<file path="config.mk">
export PLATFORM = sky130hd
export DESIGN_NAME = creg_status_line_parser_unit
export DESIGN_NICKNAME = d
export VERILOG_FILES = /design/src/rtl/core/crsp_pkg.sv /design/src/rtl/core/creg_status_line_parser_unit.sv
export VERILOG_INCLUDE_DIRS = /design/src /design/src/rtl/core
export SDC_FILE = /design/constraint.sdc
export NUM_CORES = 1
export LEC_CHECK = 0
export BUFFER_PORTS_ARGS = -buffer_cell sky130_fd_sc_hd__buf_2
export CAP_MARGIN = 40
export CORE_UTILIZATION = 65
export DETAILED_ROUTE_END_ITERATION = 10
export PLACE_DENSITY_LB_ADDON = 0.25
export SLEW_MARGIN = 40
export SYNTH_ARGS = -nofsm -noshare
export SYNTH_HDL_FRONTEND = slang
export SYNTH_SLANG_ARGS = --single-unit
export TNS_END_PERCENT = 50
</file>
<file path="constraint.sdc">
create_clock -name i_clk -period 6.4 [get_ports i_clk]
set_clock_uncertainty 0.05 [all_clocks]
set_input_delay 0.64 -clock i_clk [delete_from_list [all_inputs] [get_ports i_clk]]
set_output_delay 0.64 -clock i_clk [all_outputs]
set_load 0.01 [all_outputs]
</file>
<file path="src/rtl/core/creg_status_line_parser_unit_macros.svh">
// Assertion macros shared by the status line parser RTL.
`ifndef CREG_STATUS_LINE_PARSER_UNIT_MACROS_SVH
`define CREG_STATUS_LINE_PARSER_UNIT_MACROS_SVH

// A condition that must hold at every clock edge outside reset.
`define CRSP_ASSERT_ALWAYS(lbl, expr) \
    lbl: assert property (@(posedge i_clk) disable iff (!i_rst_n) (expr)) \
        else $error("crsp: invariant violated");

// A condition that must hold in the cycle after a trigger.
`define CRSP_ASSERT_NEXT(lbl, trig, expr) \
    lbl: assert property (@(posedge i_clk) disable iff (!i_rst_n) (trig) |=> (expr)) \
        else $error("crsp: sequence violated");

`endif

</file>
<file path="src/rtl/core/crsp_pkg.sv">
// Types, constants and helper functions of the status line parser.
`timescale 1ns / 1ps

package crsp_pkg;

    // Parser phases.
    typedef enum logic [3:0] {
        PH_PREFIX = 4'd0,
        PH_SEP1   = 4'd1,
        PH_WS1    = 4'd2,
        PH_SIGN1  = 4'd3,
        PH_DIG1   = 4'd4,
        PH_SP1    = 4'd5,
        PH_AFTC   = 4'd6,
        PH_WS2    = 4'd7,
        PH_SIGN2  = 4'd8,
        PH_DIG2   = 4'd9,
        PH_DONE   = 4'd10
    } t_phase;

    // One input transaction: a byte of the line and its end marker.
    typedef struct packed {
        logic [7:0] char_in;
        logic       line_end;
    } t_in_item;

    // One result transaction.
    typedef struct packed {
        logic       valid_res;
        logic [2:0] status;
    } t_out_item;

    // Result of settling the parse when the text stops.
    typedef struct packed {
        t_phase     phase;
        logic [2:0] code;
    } t_settle;

    localparam int         PREFIX_CNT  = 6;
    localparam logic [2:0] PREFIX_LAST = 3'(PREFIX_CNT - 1);
    localparam logic [2:0] STAT_MAX    = 3'd5;
    localparam logic [2:0] CODE_BAD    = 3'd6;
    localparam logic [2:0] MAG_SAT     = 3'd7;

    localparam logic [7:0] CH_NUL   = 8'h00;
    localparam logic [7:0] CH_TAB   = 8'h09;
    localparam logic [7:0] CH_CR    = 8'h0D;
    localparam logic [7:0] CH_SPACE = 8'h20;
    localparam logic [7:0] CH_QUOTE = 8'h22;
    localparam logic [7:0] CH_PLUS  = 8'h2B;
    localparam logic [7:0] CH_COMMA = 8'h2C;
    localparam logic [7:0] CH_MINUS = 8'h2D;
    localparam logic [7:0] CH_ZERO  = 8'h30;
    localparam logic [7:0] CH_NINE  = 8'h39;
    localparam logic [7:0] CH_COLON = 8'h3A;

    // The text "+CREG:".
    localparam logic [7:0] PREFIX_TEXT [PREFIX_CNT] = '{
        8'h2B, 8'h43, 8'h52, 8'h45, 8'h47, 8'h3A
    };

    function automatic logic is_digit(logic [7:0] c);
        return (c >= CH_ZERO) && (c <= CH_NINE);
    endfunction

    function automatic logic is_ws(logic [7:0] c);
        return (c == CH_SPACE) || ((c >= CH_TAB) && (c <= CH_CR));
    endfunction

    function automatic logic is_sign(logic [7:0] c);
        return (c == CH_PLUS) || (c == CH_MINUS);
    endfunction

    // Append one decimal digit; any value above seven saturates at seven.
    function automatic logic [2:0] add_digit(logic [2:0] mag, logic [7:0] c);
        logic [7:0] d;
        d = c - CH_ZERO;
        if (mag != 3'd0 || d > 8'(MAG_SAT)) begin
            return MAG_SAT;
        end
        return d[2:0];
    endfunction

    // Code of a finished number: minus zero is zero, other negatives and values above five are bad.
    function automatic logic [2:0] number_code(logic neg, logic [2:0] mag);
        if ((neg && mag != 3'd0) || mag > STAT_MAX) begin
            return CODE_BAD;
        end
        return mag;
    endfunction

    // Settle the parse when the text stops in the given phase.
    function automatic t_settle settle(t_phase ph, logic [2:0] fc, logic neg,
                                       logic [2:0] mag);
        t_settle s;
        s.phase = PH_DONE;
        s.code  = fc;
        case (ph)
            PH_DIG1, PH_DIG2:            s.code = number_code(neg, mag);
            PH_SP1, PH_DONE:             s.code = fc;
            PH_AFTC, PH_WS2, PH_SIGN2:   s.code = 3'd0;
            default:                     s.code = CODE_BAD;
        endcase
        return s;
    endfunction

endpackage

</file>
<file path="src/rtl/core/creg_status_line_parser_unit.sv">
// Top level of the registration status line parser.
`timescale 1ns / 1ps
//
// Channel | Direction | Handshake                 | Payload
// --------+-----------+---------------------------+--------------------------
// in      | input     | i_in_valid / o_in_stall   | i_in_data  (t_in_item)
// out     | output    | o_out_valid / i_out_stall | o_out_data (t_out_item)
//
// One byte is taken every cycle while o_in_stall is low; each byte passes an input register,
// then one level of parse logic that updates the phase registers and the result register.
// The result of a line is written to the result register when its line_end byte moves on.
// Synchronous active-low reset clears the phase, the counters and both valids.
// A stalled output holds only a byte that carries line_end; while it is held, the input stalls.

module creg_status_line_parser_unit (
    input  logic                 i_clk,
    input  logic                 i_rst_n,
    input  logic                 i_in_valid,
    output logic                 o_in_stall,
    input  crsp_pkg::t_in_item   i_in_data,
    output logic                 o_out_valid,
    input  logic                 i_out_stall,
    output crsp_pkg::t_out_item  o_out_data
);
    import crsp_pkg::*;

    logic       r_in_vld;
    t_in_item   r_in;
    t_phase     r_phase, n_phase;
    logic [2:0] r_match, n_match;
    logic [2:0] r_first, n_first;
    logic       r_neg, n_neg;
    logic [2:0] r_mag, n_mag;
    logic       r_out_vld;
    t_out_item  r_out, n_out;
    logic       w_adv;
    logic       w_in_take;
    logic       w_used;
    logic [7:0] w_c;
    t_settle    w_set;
    t_settle    w_end;

    // The held byte moves on unless it closes a line and the result slot is full and stalled.
    assign w_adv      = r_in_vld && (!r_in.line_end || !r_out_vld || !i_out_stall);
    assign o_in_stall = r_in_vld && !w_adv;
    assign w_in_take  = i_in_valid && !o_in_stall;

    // Input register.
    always_ff @(posedge i_clk) begin
        if (!i_rst_n) begin
            r_in_vld <= 1'b0;
        end else if (w_in_take) begin
            r_in_vld <= 1'b1;
        end else if (w_adv) begin
            r_in_vld <= 1'b0;
        end
        if (w_in_take) begin
            r_in <= i_in_data;
        end
    end

    // Parse one byte against the current phase.
    always_comb begin
        w_c     = r_in.char_in;
        n_phase = r_phase;
        n_match = r_match;
        n_first = r_first;
        n_neg   = r_neg;
        n_mag   = r_mag;
        w_used  = 1'b0;
        w_set   = settle(r_phase, r_first, r_neg, r_mag);

        if (r_phase != PH_DONE && w_c == CH_NUL) begin
            n_phase = w_set.phase;
            n_first = w_set.code;
        end else if (r_phase != PH_DONE) begin
            // Prefix search; a '+' restarts the match.
            if (n_phase == PH_PREFIX) begin
                w_used = 1'b1;
                if (n_match <= PREFIX_LAST && w_c == PREFIX_TEXT[n_match]) begin
                    if (n_match == PREFIX_LAST) begin
                        n_match = 3'd0;
                        n_phase = PH_SEP1;
                    end else begin
                        n_match = n_match + 3'd1;
                    end
                end else begin
                    n_match = (w_c == CH_PLUS) ? 3'd1 : 3'd0;
                end
            end
            // Spaces and colons after the prefix.
            if (!w_used && n_phase == PH_SEP1) begin
                if (w_c == CH_SPACE || w_c == CH_COLON) begin
                    w_used = 1'b1;
                end else begin
                    n_phase = PH_WS1;
                end
            end
            // Whitespace, then the start of the first number.
            if (!w_used && n_phase == PH_WS1) begin
                w_used = 1'b1;
                if (!is_ws(w_c)) begin
                    n_neg = 1'b0;
                    n_mag = 3'd0;
                    if (is_sign(w_c)) begin
                        n_neg   = (w_c == CH_MINUS);
                        n_phase = PH_SIGN1;
                    end else if (is_digit(w_c)) begin
                        n_mag   = add_digit(3'd0, w_c);
                        n_phase = PH_DIG1;
                    end else begin
                        n_first = CODE_BAD;
                        n_phase = PH_DONE;
                    end
                end
            end
            // A sign must be followed by a digit.
            if (!w_used && n_phase == PH_SIGN1) begin
                w_used = 1'b1;
                if (is_digit(w_c)) begin
                    n_mag   = add_digit(n_mag, w_c);
                    n_phase = PH_DIG1;
                end else begin
                    n_first = CODE_BAD;
                    n_phase = PH_DONE;
                end
            end
            // Digits of the first number.
            if (!w_used && n_phase == PH_DIG1) begin
                if (is_digit(w_c)) begin
                    w_used = 1'b1;
                    n_mag  = add_digit(n_mag, w_c);
                end else begin
                    n_first = number_code(n_neg, n_mag);
                    n_phase = PH_SP1;
                end
            end
            // Spaces before an optional comma.
            if (!w_used && n_phase == PH_SP1) begin
                w_used = 1'b1;
                if (w_c == CH_COMMA) begin
                    n_phase = PH_AFTC;
                end else if (w_c != CH_SPACE) begin
                    n_phase = PH_DONE;
                end
            end
            // After the comma: a quote keeps the first number.
            if (!w_used && n_phase == PH_AFTC) begin
                if (w_c == CH_SPACE) begin
                    w_used = 1'b1;
                end else if (w_c == CH_QUOTE) begin
                    w_used  = 1'b1;
                    n_phase = PH_DONE;
                end else begin
                    n_phase = PH_WS2;
                end
            end
            // Whitespace, then the start of the second number.
            if (!w_used && n_phase == PH_WS2) begin
                w_used = 1'b1;
                if (!is_ws(w_c)) begin
                    n_neg = 1'b0;
                    n_mag = 3'd0;
                    if (is_sign(w_c)) begin
                        n_neg   = (w_c == CH_MINUS);
                        n_phase = PH_SIGN2;
                    end else if (is_digit(w_c)) begin
                        n_mag   = add_digit(3'd0, w_c);
                        n_phase = PH_DIG2;
                    end else begin
                        n_first = 3'd0;
                        n_phase = PH_DONE;
                    end
                end
            end
            // Sign of the second number.
            if (!w_used && n_phase == PH_SIGN2) begin
                w_used = 1'b1;
                if (is_digit(w_c)) begin
                    n_mag   = add_digit(n_mag, w_c);
                    n_phase = PH_DIG2;
                end else begin
                    n_first = 3'd0;
                    n_phase = PH_DONE;
                end
            end
            // Digits of the second number.
            if (!w_used && n_phase == PH_DIG2) begin
                if (is_digit(w_c)) begin
                    n_mag = add_digit(n_mag, w_c);
                end else begin
                    n_first = number_code(n_neg, n_mag);
                    n_phase = PH_DONE;
                end
            end
        end
    end

    // The last byte of a line settles the result from the parsed state.
    always_comb begin
        w_end = settle(n_phase, n_first, n_neg, n_mag);
        n_out = '0;
        if (w_end.code <= STAT_MAX) begin
            n_out.valid_res = 1'b1;
            n_out.status    = w_end.code;
        end
    end

    // Parser state; the last byte of a line returns it to reset.
    always_ff @(posedge i_clk) begin
        if (!i_rst_n) begin
            r_phase <= PH_PREFIX;
            r_match <= 3'd0;
            r_first <= 3'd0;
            r_neg   <= 1'b0;
            r_mag   <= 3'd0;
        end else if (w_adv && r_in.line_end) begin
            r_phase <= PH_PREFIX;
            r_match <= 3'd0;
            r_first <= 3'd0;
            r_neg   <= 1'b0;
            r_mag   <= 3'd0;
        end else if (w_adv) begin
            r_phase <= n_phase;
            r_match <= n_match;
            r_first <= n_first;
            r_neg   <= n_neg;
            r_mag   <= n_mag;
        end
    end

    // Result register.
    always_ff @(posedge i_clk) begin
        if (!i_rst_n) begin
            r_out_vld <= 1'b0;
        end else if (w_adv && r_in.line_end) begin
            r_out_vld <= 1'b1;
        end else if (!i_out_stall) begin
            r_out_vld <= 1'b0;
        end
        if (w_adv && r_in.line_end) begin
            r_out <= n_out;
        end
    end

    assign o_out_valid = r_out_vld;
    assign o_out_data  = r_out;

`include "creg_status_line_parser_unit_macros.svh"

    // A reported status is in range, and zero when not valid.
    `CRSP_ASSERT_ALWAYS(a_status_range, !o_out_valid || o_out_data.status <= STAT_MAX)
    `CRSP_ASSERT_ALWAYS(a_idle_zero, !o_out_valid || o_out_data.valid_res || ~|o_out_data.status)
    // Bytes inside a line never hold up the input.
    `CRSP_ASSERT_ALWAYS(a_mid_line_flows, !(r_in_vld && !r_in.line_end) || !o_in_stall)
    // A closing byte that moves on yields a result transaction next cycle.
    `CRSP_ASSERT_NEXT(a_line_result, w_adv && r_in.line_end, o_out_valid)
    // The parser is back at reset after each line.
    `CRSP_ASSERT_NEXT(a_line_reset, w_adv && r_in.line_end, r_phase == PH_PREFIX && r_match == 3'd0)

endmodule
</file>
==> reports/metrics.yaml <==
final_layout:
  drive_gt1_share_pct: 12.6
  post-route-util_pct: 72.7
  final_cell_mix: "47 x nand2_1, 45 x nor2_1, 32 x a21oi_1"
  area_growth_pct: 6.69
  diodes: 0
  stdcell_count: 432
  final_common_cell: "nand2_1"
  layout.nets: 394
  stdcell_area_mm2: 0.00295
clock_tree:
  hold_buffers: 0
  cts.clk_slew.worst_paths_ps: 70
  worstSkewPairLatency_ps: 280
  clock_path_buffers: 2
  clockRootBuffer: "clkbuf_8"
  clock_sinks: 29
  htreeDepth: 2
  cts_setup_buffers: 0
  cts_tree: "built"
  cts_buffers: 5
  ctsResizeCount: 0
floorplan:
  die_w_um: 67.2
  core_mm2: 0.00406
  ios: 19
  die-area_mm2: 0.00452
  row_count: 23
  die_h_um: 67.2
  initial_utilization_pct: 68.2
logic_synthesis:
  yosysWarnings: 0
  syn_nets: 388
  synth_flop_cell: "dfxtp_1"
  synthDominantCellAreaShare_pct: 14.1
  netlist_top_cells_area: "edfxtp_1 14%, dfxtp_1 12%, nand2_1 6.4%"
  yosys.area.top_type: "edfxtp_1"
  ys_ff_latch: 29
  synth_edf_count: 13
  ys_types: 79
  yosysSeqAreaShare_pct: 25.7
  avgSynthCellArea_um2: 7.38
  synthesis.area_mm2: 0.00277
  synth_cells: 375
  async_flop_share_pct: 0
sta:
  setup_viol: 0
  tns_ps: 0
  drv_slew: 0
  max_freq_ghz: 0.212
  hold_viol_final: 0
  tightest_slew_ps: 818
  rsz0062_at_grt: "false"
  relSlewSlack_pct: 45.5
  period_needed_ps: 4710
  post-route-period-util_pct: 73.7
global_route:
  grt_usage_pct: 40.5
  grt_max_degree: 21
  antenna_found_initial: 0
  grt_pass1_wl_um: 13600
  gr-total-overflow: 0
  grt_pass1_vias: 2727
route:
  viasPerCell: 7.31
  routedWlPerCell_um: 20.3
  ant_nets: 0
  wl_um: 8750
  drtIter0Drc: 476
  drc: 0
  drt_pass1_iterations: 6
  num_vias: 3160
worst_setup_path:
  cp-start-kind: "flop"
  crit_arrival_ps: 4680
  path_max_fanout: 18
  endpoint_kind: "flop"
  worst_path_max_delay_cell: "or4_1"
  required_ps: 6370
  worst-setup-path-type: "flop to flop"
  crit_chain: "or4_1 > or2_1 > nand2_1 > a2111oi_1 > nor4_1 > nor2_1 > o41ai_1 > a211oi_1 > a311oi_2 > nor3_2 > o21ai_2 > a21oi_1"
  max_stage_delay_ps: 660
power_and_ir_drop:
  clkPwrFrac_pct: 40.1
  power.total_uw: 474
  power_density_mw_per_mm2: 161
  power_leakage_nw: 1.04
  combPwrFrac_pct: 14.7
  power.internal_uw: 343
  p_sw_uw: 132
  pwr-share-seq_pct: 45.2
  ir_worst_vdd_v: 0.000285
  swShare_pct: 27.8
run_status:
  outcome: "complete, no violations"
place:
  gp_congestion: 1.00
  place_area_mm2: 0.00284
  hpwl_um: 6230
  io_buffers: 18
  post-place-cells: 424
run:
  cap_violations: 0
hold_path:
  hp-class: "flop to flop"
## routing by layer
| metal | part of all wire [%] | wire, µm | up-vias | global-route usage [%] |
|---|---|---|---|---|
| li1 | - | - | 1446 | - |
| met4 | 5.3 | 462 | 0 | 23.7 |
| met3 | 10 | 879 | 51 | 7.60 |
| met5 | 0 | 0 | - | 0 |
| met2 | 45 | 3920 | 225 | 63.2 |
| met1 | 40 | 3490 | 1438 | 51.8 |
## layout make-up
| type | instances | area (µm²) |
|---|---|---|
| flip-flops and latches | 29 | 711 |
| repair buffers | 18 | 90.1 |
| fillers | 294 | 1110 |
| well taps | 50 | 62.6 |
| multi-input cells | 313 | 1920 |
| clock inverters | 3 | 46.3 |
| inverters | 14 | 52.6 |
| clock buffers | 5 | 68.8 |
## cell usage after synthesis, drive strengths merged (6+ instances only)
master  number
nor2        45
nor3        22
nand2b       6
dfxtp       16
or3          6
nand2       47
nor2b        9
clkbuf      12
nand3        8
inv         14
buf          7
a21oi       32
edfxtp      13
o21ai       20
a211oi       8
## worst max-delay path: cells and delay by family, from the launching register on
family           cells  cell delay, ps
flip-flops           1             640
AO/OA/AOI/OAI        6            1610
AND/OR/NAND/NOR      6            2140
## power by group through the flow
stage / Clock, mW / Sequential (mW) / Combinational, mW
detailed placement: 0 / 0.218 / 0.0662
finish: 0.190 / 0.214 / 0.0698
global placement: 0 / 0.217 / 0.0645
CTS: 0.190 / 0.214 / 0.0673
global route: 0.200 / 0.215 / 0.0744
floorplan: 0 / 0.209 / 0.0553
## stage by stage
step	hold WS (ps)	worst slack, ps
after floorplan	413	2540
after global placement	416	1800
after detailed placement	424	1900
after CTS	442	1830
after global routing	462	1520
final	440	1690
## state kept, by name (all words and copies together) (netlist names)
signal	cells
o_out_data	4
r_match	3
r_neg	1
w_c	8
r_first	3
o_out_valid	1
r_mag	3
r_in_vld	1
r_in	1
r_phase	4
## final timing paths
path | depth (start not counted) | start | endpoint | slack [ps]
worst max register to register | 12 | w_c[1]$_DFFE_PP_ | o_out_data[0]$_SDFFCE_PN0P_ | 1690
worst min register to register | 2 | o_out_valid$_SDFFE_PN0P_ | o_out_valid$_SDFFE_PN0P_ | 440
worst min-delay path | 2 | o_out_valid$_SDFFE_PN0P_ | o_out_valid$_SDFFE_PN0P_ | 440
worst max-delay path | 12 | w_c[1]$_DFFE_PP_ | o_out_data[0]$_SDFFCE_PN0P_ | 1690
## cell families (layout without fill, tap and decap cells)
| logic type | count (synthesis) | after routing | share of synthesized area, % |
|---|---|---|---|
| AOI/OAI and AO/OA | 122 | 122 | 32.4 |
| DFF | 29 | 29 | 25.7 |
| and+or+nand+nor | 187 | 187 | 35.6 |
| muxes | 1 | 1 | 0.362 |
| buffers and inverters | 33 | 40 | 4.93 |
| xor gates and xnor gates | 3 | 3 | 0.950 |
No activity file was read; power rests on OpenSTA's default activity.
